<file path="config.mk">
export PLATFORM = sky130hd
export DESIGN_NAME = epoch_day_to_calendar_date_flat
export DESIGN_NICKNAME = d
export VERILOG_FILES = /design/src/rtl/core/edc_pkg.sv /design/src/rtl/core/edc_day_if.sv /design/src/rtl/core/edc_date_if.sv /design/src/rtl/core/epoch_day_to_calendar_date.sv /design/src/rtl/core/edc_ctrl.sv /design/src/rtl/core/edc_dp.sv /design/src/flat_wrapper.sv
export VERILOG_INCLUDE_DIRS = /design/src /design/src/rtl/core
export SDC_FILE = /design/constraint.sdc
export NUM_CORES = 1
export LEC_CHECK = 0
export BUFFER_PORTS_ARGS = -buffer_cell sky130_fd_sc_hd__buf_2
export CORE_UTILIZATION = 50
export DETAILED_ROUTE_END_ITERATION = 16
export PLACE_DENSITY = 0.8
export SYNTH_ARGS = -nofsm -noshare
export SYNTH_HDL_FRONTEND = slang
export SYNTH_SLANG_ARGS = --single-unit
</file>
<file path="constraint.sdc">
create_clock -name clk_i -period 8.2 [get_ports clk_i]
set_input_delay 2.05 -clock clk_i [delete_from_list [all_inputs] [get_ports clk_i]]
set_output_delay 2.05 -clock clk_i [all_outputs]
set_load 0.1 [all_outputs]
</file>
<file path="src/rtl/core/epoch_day_to_calendar_date_assert.svh">
// ----------------------------------------------------------------------------
// Assertion macros
// Concurrent assertion wrappers for the day-to-date converter. They compile
// to nothing when SYNTH is defined.
// ----------------------------------------------------------------------------
`ifndef EPOCH_DAY_TO_CALENDAR_DATE_ASSERT_SVH
`define EPOCH_DAY_TO_CALENDAR_DATE_ASSERT_SVH

`ifndef SYNTH
// Property holds at every clock edge outside reset.
`define EDC_ASSERT(label, clk, rst_n, prop) \
  label: assert property (@(posedge clk) disable iff (!rst_n) (prop)) \
    else $error("assertion failed");
// Antecedent implies the consequent in the next cycle.
`define EDC_ASSERT_NEXT(label, clk, rst_n, ante, cons) \
  label: assert property (@(posedge clk) disable iff (!rst_n) (ante) |=> (cons)) \
    else $error("assertion failed");
`else
`define EDC_ASSERT(label, clk, rst_n, prop)
`define EDC_ASSERT_NEXT(label, clk, rst_n, ante, cons)
`endif

`endif

</file>
<file path="src/rtl/core/edc_pkg.sv">
// ----------------------------------------------------------------------------
// edc_pkg
// Types, constants and the month length table of the day-to-date converter.
// ----------------------------------------------------------------------------
package edc_pkg;

  localparam int unsigned DAY_W   = 15;
  localparam int unsigned MONTH_W = 4;
  localparam int unsigned DOM_W   = 5;
  localparam int unsigned YEAR_W  = 11;
  localparam int unsigned YLEN_W  = 9;

  // Covered span: 1 January FIRST_YEAR through 31 December END_YEAR - 1.
  localparam int unsigned FIRST_YEAR = 1970;
  localparam int unsigned END_YEAR   = 2030;
  localparam bit          SPAN_OK    = (END_YEAR > FIRST_YEAR);

  localparam logic [YEAR_W-1:0]  YEAR_FIRST = YEAR_W'(FIRST_YEAR);
  localparam logic [YEAR_W-1:0]  YEAR_LAST  = YEAR_W'(END_YEAR - 1);
  localparam logic [MONTH_W-1:0] MONTH_DEC  = MONTH_W'(11);

  typedef enum logic [1:0] {
    ST_IDLE,
    ST_YEAR,
    ST_MONTH,
    ST_WRITE
  } state_e;

  typedef struct packed {
    logic load;
    logic year_step;
    logic month_step;
    logic mark_bad;
    logic out_load;
  } cmd_t;

  typedef struct packed {
    logic res_ok;
    logic year_fits;
    logic year_last;
    logic month_fits;
    logic month_last;
    logic out_free;
  } status_t;

  function automatic logic [DOM_W-1:0] month_len(input logic [MONTH_W-1:0] idx,
                                                 input logic leap);
    logic [DOM_W-1:0] len;
    unique case (idx)
      4'd1:                      len = leap ? 5'd29 : 5'd28;
      4'd3, 4'd5, 4'd8, 4'd10:   len = 5'd30;
      default:                   len = 5'd31;
    endcase
    return len;
  endfunction

endpackage

</file>
<file path="src/rtl/core/edc_day_if.sv">
// ----------------------------------------------------------------------------
// edc_day_if
// Valid/ready channel carrying one day number.
// ----------------------------------------------------------------------------
interface edc_day_if;
  logic                      valid;
  logic                      ready;
  logic [edc_pkg::DAY_W-1:0] day_count;

  modport source (output valid, output day_count, input ready);
  modport sink   (input valid, input day_count, output ready);
endinterface

</file>
<file path="src/rtl/core/edc_date_if.sv">
// ----------------------------------------------------------------------------
// edc_date_if
// Valid/ready channel carrying one calendar date result.
// ----------------------------------------------------------------------------
interface edc_date_if;
  logic                        valid;
  logic                        ready;
  logic [edc_pkg::MONTH_W-1:0] month;
  logic [edc_pkg::DOM_W-1:0]   day_of_month;
  logic [edc_pkg::YEAR_W-1:0]  year;
  logic                        valid_res;

  modport source (output valid, output month, output day_of_month, output year,
                  output valid_res, input ready);
  modport sink   (input valid, input month, input day_of_month, input year,
                  input valid_res, output ready);
endinterface

</file>
<file path="src/rtl/core/epoch_day_to_calendar_date.sv">
// ----------------------------------------------------------------------------
// epoch_day_to_calendar_date
// Converts a day number (1 = 1 January 1970) into month, day of month and
// year for dates from 1970 through 2029. Day zero and day numbers past
// 31 December 2029 return valid_res = 0 with all date fields zero. One
// transaction in gives one transaction out. An item is accepted, then the
// years are walked one at a time, then the months, and then the date is
// loaded into the output register. The next day number is accepted as
// soon as the previous date sits in the output register, even while that
// date still waits to be taken.
// ----------------------------------------------------------------------------
module epoch_day_to_calendar_date (
  input logic        clk_i,
  input logic        rst_ni,
  edc_day_if.sink    day_i,
  edc_date_if.source date_o
);

  edc_pkg::cmd_t    cmd;
  edc_pkg::status_t status;

  edc_ctrl u_ctrl (
    .clk_i      (clk_i),
    .rst_ni     (rst_ni),
    .in_valid_i (day_i.valid),
    .in_ready_o (day_i.ready),
    .status_i   (status),
    .cmd_o      (cmd)
  );

  edc_dp u_dp (
    .clk_i          (clk_i),
    .rst_ni         (rst_ni),
    .day_count_i    (day_i.day_count),
    .cmd_i          (cmd),
    .status_o       (status),
    .out_valid_o    (date_o.valid),
    .out_ready_i    (date_o.ready),
    .month_o        (date_o.month),
    .day_of_month_o (date_o.day_of_month),
    .year_o         (date_o.year),
    .valid_res_o    (date_o.valid_res)
  );

endmodule

</file>
<file path="src/rtl/core/edc_ctrl.sv">
// ----------------------------------------------------------------------------
// edc_ctrl
// Sequencer: accepts a day number, walks the years, then the months, then
// hands the date to the output register; a bad day number skips the months.
// ----------------------------------------------------------------------------
`include "epoch_day_to_calendar_date_assert.svh"

module edc_ctrl (
  input  logic             clk_i,
  input  logic             rst_ni,
  input  logic             in_valid_i,
  output logic             in_ready_o,
  input  edc_pkg::status_t status_i,
  output edc_pkg::cmd_t    cmd_o
);

  edc_pkg::state_e state_q, state_d;

  always_ff @(posedge clk_i or negedge rst_ni) begin
    if (!rst_ni) begin
      state_q <= edc_pkg::ST_IDLE;
    end else begin
      state_q <= state_d;
    end
  end

  always_comb begin
    state_d    = state_q;
    cmd_o      = '0;
    in_ready_o = 1'b0;
    unique case (state_q)
      edc_pkg::ST_IDLE: begin
        in_ready_o = 1'b1;
        if (in_valid_i) begin
          cmd_o.load = 1'b1;
          state_d    = edc_pkg::ST_YEAR;
        end
      end
      edc_pkg::ST_YEAR: begin
        priority if (!status_i.res_ok) begin
          state_d = edc_pkg::ST_WRITE;
        end else if (status_i.year_fits) begin
          state_d = edc_pkg::ST_MONTH;
        end else if (status_i.year_last) begin
          // ran past the last covered year
          cmd_o.mark_bad = 1'b1;
          state_d        = edc_pkg::ST_WRITE;
        end else begin
          cmd_o.year_step = 1'b1;
        end
      end
      edc_pkg::ST_MONTH: begin
        if (status_i.month_fits || status_i.month_last) begin
          state_d = edc_pkg::ST_WRITE;
        end else begin
          cmd_o.month_step = 1'b1;
        end
      end
      edc_pkg::ST_WRITE: begin
        if (status_i.out_free) begin
          cmd_o.out_load = 1'b1;
          state_d        = edc_pkg::ST_IDLE;
        end
      end
    endcase
  end

  `EDC_ASSERT(a_load_needs_free_slot, clk_i, rst_ni, !cmd_o.out_load || status_i.out_free)
  `EDC_ASSERT_NEXT(a_accept_starts_walk, clk_i, rst_ni, in_valid_i && in_ready_o,
                   state_q == edc_pkg::ST_YEAR)
  `EDC_ASSERT(a_ready_only_when_idle, clk_i, rst_ni,
              !in_ready_o || (state_q == edc_pkg::ST_IDLE))

endmodule

</file>
<file path="src/rtl/core/edc_dp.sv">
// ----------------------------------------------------------------------------
// edc_dp
// Datapath: remaining-day counter, year and month counters, and the output
// register that holds a finished date until it is taken.
// ----------------------------------------------------------------------------
`include "epoch_day_to_calendar_date_assert.svh"

module edc_dp (
  input  logic                        clk_i,
  input  logic                        rst_ni,
  input  logic [edc_pkg::DAY_W-1:0]   day_count_i,
  input  edc_pkg::cmd_t               cmd_i,
  output edc_pkg::status_t            status_o,
  output logic                        out_valid_o,
  input  logic                        out_ready_i,
  output logic [edc_pkg::MONTH_W-1:0] month_o,
  output logic [edc_pkg::DOM_W-1:0]   day_of_month_o,
  output logic [edc_pkg::YEAR_W-1:0]  year_o,
  output logic                        valid_res_o
);

  logic [edc_pkg::DAY_W-1:0]   rem_q, rem_d;
  logic [edc_pkg::YEAR_W-1:0]  year_q, year_d;
  logic [edc_pkg::MONTH_W-1:0] month_q, month_d;
  logic                        ok_q, ok_d;
  logic                        out_valid_q, out_valid_d;

  logic [edc_pkg::MONTH_W-1:0] month_res_q;
  logic [edc_pkg::DOM_W-1:0]   dom_res_q;
  logic [edc_pkg::YEAR_W-1:0]  year_res_q;
  logic                        valid_res_q;

  logic                        leap;
  logic [edc_pkg::YLEN_W-1:0]  ylen;
  logic [edc_pkg::DOM_W-1:0]   mlen;
  logic [edc_pkg::DAY_W-1:0]   ylen_ext;
  logic [edc_pkg::DAY_W-1:0]   mlen_ext;

  // every fourth year is a leap year over the whole allowed range
  assign leap     = (year_q[1:0] == 2'b00);
  assign ylen     = leap ? 9'd366 : 9'd365;
  assign mlen     = edc_pkg::month_len(month_q, leap);
  assign ylen_ext = edc_pkg::DAY_W'(ylen);
  assign mlen_ext = edc_pkg::DAY_W'(mlen);

  always_comb begin
    rem_d   = rem_q;
    year_d  = year_q;
    month_d = month_q;
    ok_d    = ok_q;
    if (cmd_i.load) begin
      rem_d   = day_count_i - edc_pkg::DAY_W'(1);
      year_d  = edc_pkg::YEAR_FIRST;
      month_d = '0;
      ok_d    = (day_count_i != '0) && edc_pkg::SPAN_OK;
    end
    if (cmd_i.year_step) begin
      rem_d  = rem_q - ylen_ext;
      year_d = year_q + edc_pkg::YEAR_W'(1);
    end
    if (cmd_i.month_step) begin
      rem_d   = rem_q - mlen_ext;
      month_d = month_q + edc_pkg::MONTH_W'(1);
    end
    if (cmd_i.mark_bad) begin
      ok_d = 1'b0;
    end
  end

  always_ff @(posedge clk_i or negedge rst_ni) begin
    if (!rst_ni) begin
      ok_q <= 1'b0;
    end else begin
      ok_q <= ok_d;
    end
  end

  always_ff @(posedge clk_i) begin
    rem_q   <= rem_d;
    year_q  <= year_d;
    month_q <= month_d;
  end

  always_comb begin
    status_o.res_ok     = ok_q;
    status_o.year_fits  = (rem_q < ylen_ext);
    status_o.year_last  = (year_q == edc_pkg::YEAR_LAST);
    status_o.month_fits = (rem_q < mlen_ext);
    status_o.month_last = (month_q == edc_pkg::MONTH_DEC);
    status_o.out_free   = !out_valid_q || out_ready_i;
  end

  // output register: hold until taken, load a new date when free
  always_comb begin
    out_valid_d = out_valid_q;
    if (cmd_i.out_load) begin
      out_valid_d = 1'b1;
    end else if (out_ready_i) begin
      out_valid_d = 1'b0;
    end
  end

  always_ff @(posedge clk_i or negedge rst_ni) begin
    if (!rst_ni) begin
      out_valid_q <= 1'b0;
    end else begin
      out_valid_q <= out_valid_d;
    end
  end

  always_ff @(posedge clk_i) begin
    if (cmd_i.out_load) begin
      valid_res_q <= ok_q;
      month_res_q <= ok_q ? month_q + edc_pkg::MONTH_W'(1) : '0;
      dom_res_q   <= ok_q ? rem_q[edc_pkg::DOM_W-1:0] + edc_pkg::DOM_W'(1) : '0;
      year_res_q  <= ok_q ? year_q : '0;
    end
  end

  assign out_valid_o    = out_valid_q;
  assign month_o        = month_res_q;
  assign day_of_month_o = dom_res_q;
  assign year_o         = year_res_q;
  assign valid_res_o    = valid_res_q;

  `EDC_ASSERT(a_month_step_in_range, clk_i, rst_ni,
              !cmd_i.month_step || (month_q != edc_pkg::MONTH_DEC))
  `EDC_ASSERT(a_year_step_in_span, clk_i, rst_ni,
              !cmd_i.year_step || (year_q != edc_pkg::YEAR_LAST))
  `EDC_ASSERT_NEXT(a_valid_date_sane, clk_i, rst_ni, cmd_i.out_load && ok_q,
                   (month_res_q != '0) && (month_res_q <= 4'd12) && (dom_res_q != '0))

endmodule
</file>
<file path="src/flat_wrapper.sv">
// flat-port wrapper written by rule: the top's interface ports become plain ports
module epoch_day_to_calendar_date_flat 
  (clk_i, rst_ni, day_i_valid, day_i_day_count, day_i_ready, date_o_valid, date_o_month, date_o_day_of_month, date_o_year, date_o_valid_res, date_o_ready);
  edc_day_if day_i_i ();
  edc_date_if date_o_i ();
  input logic clk_i;
  input logic rst_ni;
  input wire logic [$bits(day_i_i.valid)-1:0] day_i_valid;
  input wire logic [$bits(day_i_i.day_count)-1:0] day_i_day_count;
  output wire logic [$bits(day_i_i.ready)-1:0] day_i_ready;
  output wire logic [$bits(date_o_i.valid)-1:0] date_o_valid;
  output wire logic [$bits(date_o_i.month)-1:0] date_o_month;
  output wire logic [$bits(date_o_i.day_of_month)-1:0] date_o_day_of_month;
  output wire logic [$bits(date_o_i.year)-1:0] date_o_year;
  output wire logic [$bits(date_o_i.valid_res)-1:0] date_o_valid_res;
  input wire logic [$bits(date_o_i.ready)-1:0] date_o_ready;
  assign day_i_i.valid = day_i_valid;
  assign day_i_i.day_count = day_i_day_count;
  assign day_i_ready = day_i_i.ready;
  assign date_o_valid = date_o_i.valid;
  assign date_o_month = date_o_i.month;
  assign date_o_day_of_month = date_o_i.day_of_month;
  assign date_o_year = date_o_i.year;
  assign date_o_valid_res = date_o_i.valid_res;
  assign date_o_i.ready = date_o_ready;
  epoch_day_to_calendar_date u_core (.clk_i(clk_i), .rst_ni(rst_ni), .day_i(day_i_i), .date_o(date_o_i));
endmodule
</file>
==> impl_metrics.yaml <==
status:
  status: "finished clean"
yosys:
  synth_area_leaders: "edfxtp_1 (42%), ha_1 (5.9%), xnor2_1 (5.6%)"
  synth_top_area_share: 0.4241
  netlist_area_sq_um: 3611
  synth-async-reset-ratio: 0.07273
  ys_top_cells_by_count: "edfxtp_1 (51), nor2_1 (31), nand2_1 (30), xnor2_1 (23)"
  yosysTopAreaCell: "edfxtp_1"
  syn_nets: 397
  synth_area_per_cell_sq_um: 10.06
  synthFlopType: "edfxtp_1"
  synth_edf_count: 51
  synth_warnings: 0
  synthCells: 359
  synth.ff_latch_count: 55
  yosysUniqueCellTypes: 62
  yosysMostFrequentCell: "edfxtp_1"
  seq_area_frac_synth: 0.4518
global_route:
  grt-ovfl-total: 0
  grt_pass1_vias: 2684
  antenna_found_initial: 0
  grt_first_pass_wirelength_microns: 12430
  grt_max_degree: 26
  grt_use_total: 0.2110
detailed_routing:
  first_iter_violations: 271
  routedWlPerCell_microns: 14.89
  vias_per_cell: 5.773
  via_count: 2846
  drtPass1Iterations: 6
  ant_nets: 0
  drc_errors: 0
  routed_wl_microns: 7342
hold_path:
  hp-start: "u_core.u_dp.out_valid_o"
  min_path_cells: 2
  whs_endpoint: "u_core.u_dp.out_valid_o"
  hold_path.class: "flop to flop"
layout:
  area_delta_synth_final_pct: 10.50
  diodes: 0
  nets: 434
  drive_above_1_share: 0.1562
  instances_no_fill: 493
  fillers: 587
critical_path:
  ff2ff_path_depth: 9
  slowest_stage: "a31o_2"
  worstPathArrival_ns: 4.08
  worstPathCellList: "ha_1 > nor4_1 > ha_1 > nor2b_1 > o2111ai_1 > a31o_2 > nand3_1 > o221ai_1 > a22oi_1"
  rrSetupSlack_ns: 4.14
  rr_startpoint: "u_core.u_dp.month_q[0]"
  cp.required_ns: 8.22
  crit_type: "flop to flop"
  cp_common_cell: "ha_1"
  rr_endpoint: "u_core.u_dp.rem_q[8]"
  max_stage_delay_ns: 0.60
  cp_max_fo: 24
  cp-start-kind: "flop"
  critPathCaptureType: "flop"
floorplan:
  core_sq_um: 6869
  die_y_microns: 86.98
  die_x_microns: 86.98
  die_area_sq_um: 7566
  io_pins: 42
  rows: 30
  initial_utilization: 0.5257
placed_design:
  place_inst: 485
  dp_hpwl_microns: 5353
  routabilityCongestion: 0.8834
  numPortBuffers: 41
sta:
  fmax_mhz: 246.4
  skew_ns: 0.009010
  worst_pin_slew_ns: 0.8575
  fin_crit_ns: 4.058
  fin_setup_tns_ns: 0
  period_share: 0.4949
  hold_violations: 0
  finalSetupViolCount: 0
  rsz0062_at_grt: "false"
  maxSlewHeadroom: 0.4283
  slew_violations: 0
clocking:
  clk_pin_slew_worst_paths_ns: 0.11
  cts_buffers: 5
  clkSinkCount: 55
  h-tree-depth: 2
  post_cts_buffers: 0
  root_buffer: "clkbuf_8"
  clk_path_buf_depth: 2
  cts_resized: 0
  cts_tree: "done"
  ctsHoldBuffers: 0
  clkLatencyLatePin_ns: 0.32
job:
  drv_cap: 0
-- cell families after synthesis --
family,Yosys count,synth area share
AND/OR/NAND/NOR,152,0.2252
AO/OA/AOI/OAI,63,0.1230
flip-flops,55,0.4518
XOR/XNOR,34,0.08247
buffers and inverters,32,0.03569
adder cells (fa/ha/maj),19,0.06999
multiplexers,4,0.01178
-- area by class of cell --
cell class / count / area (sq um) / area share
clock inverter: 3 / 31.28 / 0.007839
inverter: 20 / 75.07 / 0.01881
multi-input combinational: 272 / 1851 / 0.4638
clock buffer: 5 / 68.82 / 0.01725
sequential: 55 / 1632 / 0.4089
timing repair buffer: 42 / 212.7 / 0.05331
tap: 96 / 120.1 / 0.03010
-- layer usage --
| layer | part of all wire | global-route usage |
|---|---|---|
| met2 | 0.47 | 0.3486 |
| met4 | 0.020 | 0.07727 |
| met1 | 0.44 | 0.2807 |
| met5 | 0 | 0 |
| met3 | 0.066 | 0.03318 |
-- through the flow --
step | worst slack, ns | hold slack, ns | instance area (sq um) | util
floorplan | 4.355 | 0.4951 | 3611 | -
detailed placement | 4.080 | 0.5074 | 3890 | 0.5663
finish | 4.142 | 0.5348 | 3990 | 0.5809
global route | 3.862 | 0.5830 | 3990 | 0.5809
CTS | 4.234 | 0.5375 | 3990 | 0.5809
global placement | 4.150 | 0.5123 | 3890 | 0.5663
-- worst max path at each step --
stage / to / depth (start not counted) / startpoint
global route: u_core.u_dp.rem_q[8] / 9 / u_core.u_dp.month_q[0]
global placement: u_core.u_dp.rem_q[14] / 7 / day_i_day_count[8]
detailed placement: u_core.u_dp.rem_q[14] / 7 / day_i_day_count[8]
CTS: u_core.u_dp.rem_q[8] / 9 / u_core.u_dp.month_q[0]
finish: u_core.u_dp.rem_q[8] / 9 / u_core.u_dp.month_q[0]
floorplan: u_core.u_dp.rem_q[14] / 6 / day_i_day_count[8]
-- layout by cell type (no fill, tap or decap), types with 6 or more instances in the layout --
| master | n |
|---|---|
| inv_1 | 20 |
| o21ai_0 | 6 |
| a21oi_1 | 14 |
| nor2b_1 | 7 |
| ha_1 | 17 |
| xnor2_1 | 23 |
| nand2_1 | 30 |
| nor2_1 | 31 |
| and2_1 | 20 |
| nand4_1 | 7 |
| edfxtp_1 | 51 |
| nand3_1 | 16 |
| buf_2 | 41 |
| xor2_1 | 11 |
| nor3_1 | 12 |
-- critical path, delay by kind of cell, from the launching register on --
| kind | cells | cell delay (ns) |
|---|---|---|
| AOI/OAI and AO/OA | 4 | 1.53 |
| and+or+nand+nor | 3 | 1.13 |
| adders and majority gates | 2 | 0.61 |
| DFF | 1 | 0.49 |
-- sequential cells by signal (all words and copies together), names as in the netlist --
signal	flops
u_core.u_dp.year_o	11
u_core.u_ctrl.state_q	2
u_core.u_dp.month_o	4
u_core.u_dp.rem_q	15
u_core.u_dp.month_q	4
u_core.u_dp.day_of_month_o	5
u_core.u_dp.out_valid_o	1
u_core.u_dp.ok_q	1
u_core.u_dp.year_q	11
u_core.u_dp.valid_res_o	1
Power is not shown: default switching activity piles up to over one toggle a cycle in this logic, so the estimate is an artifact.
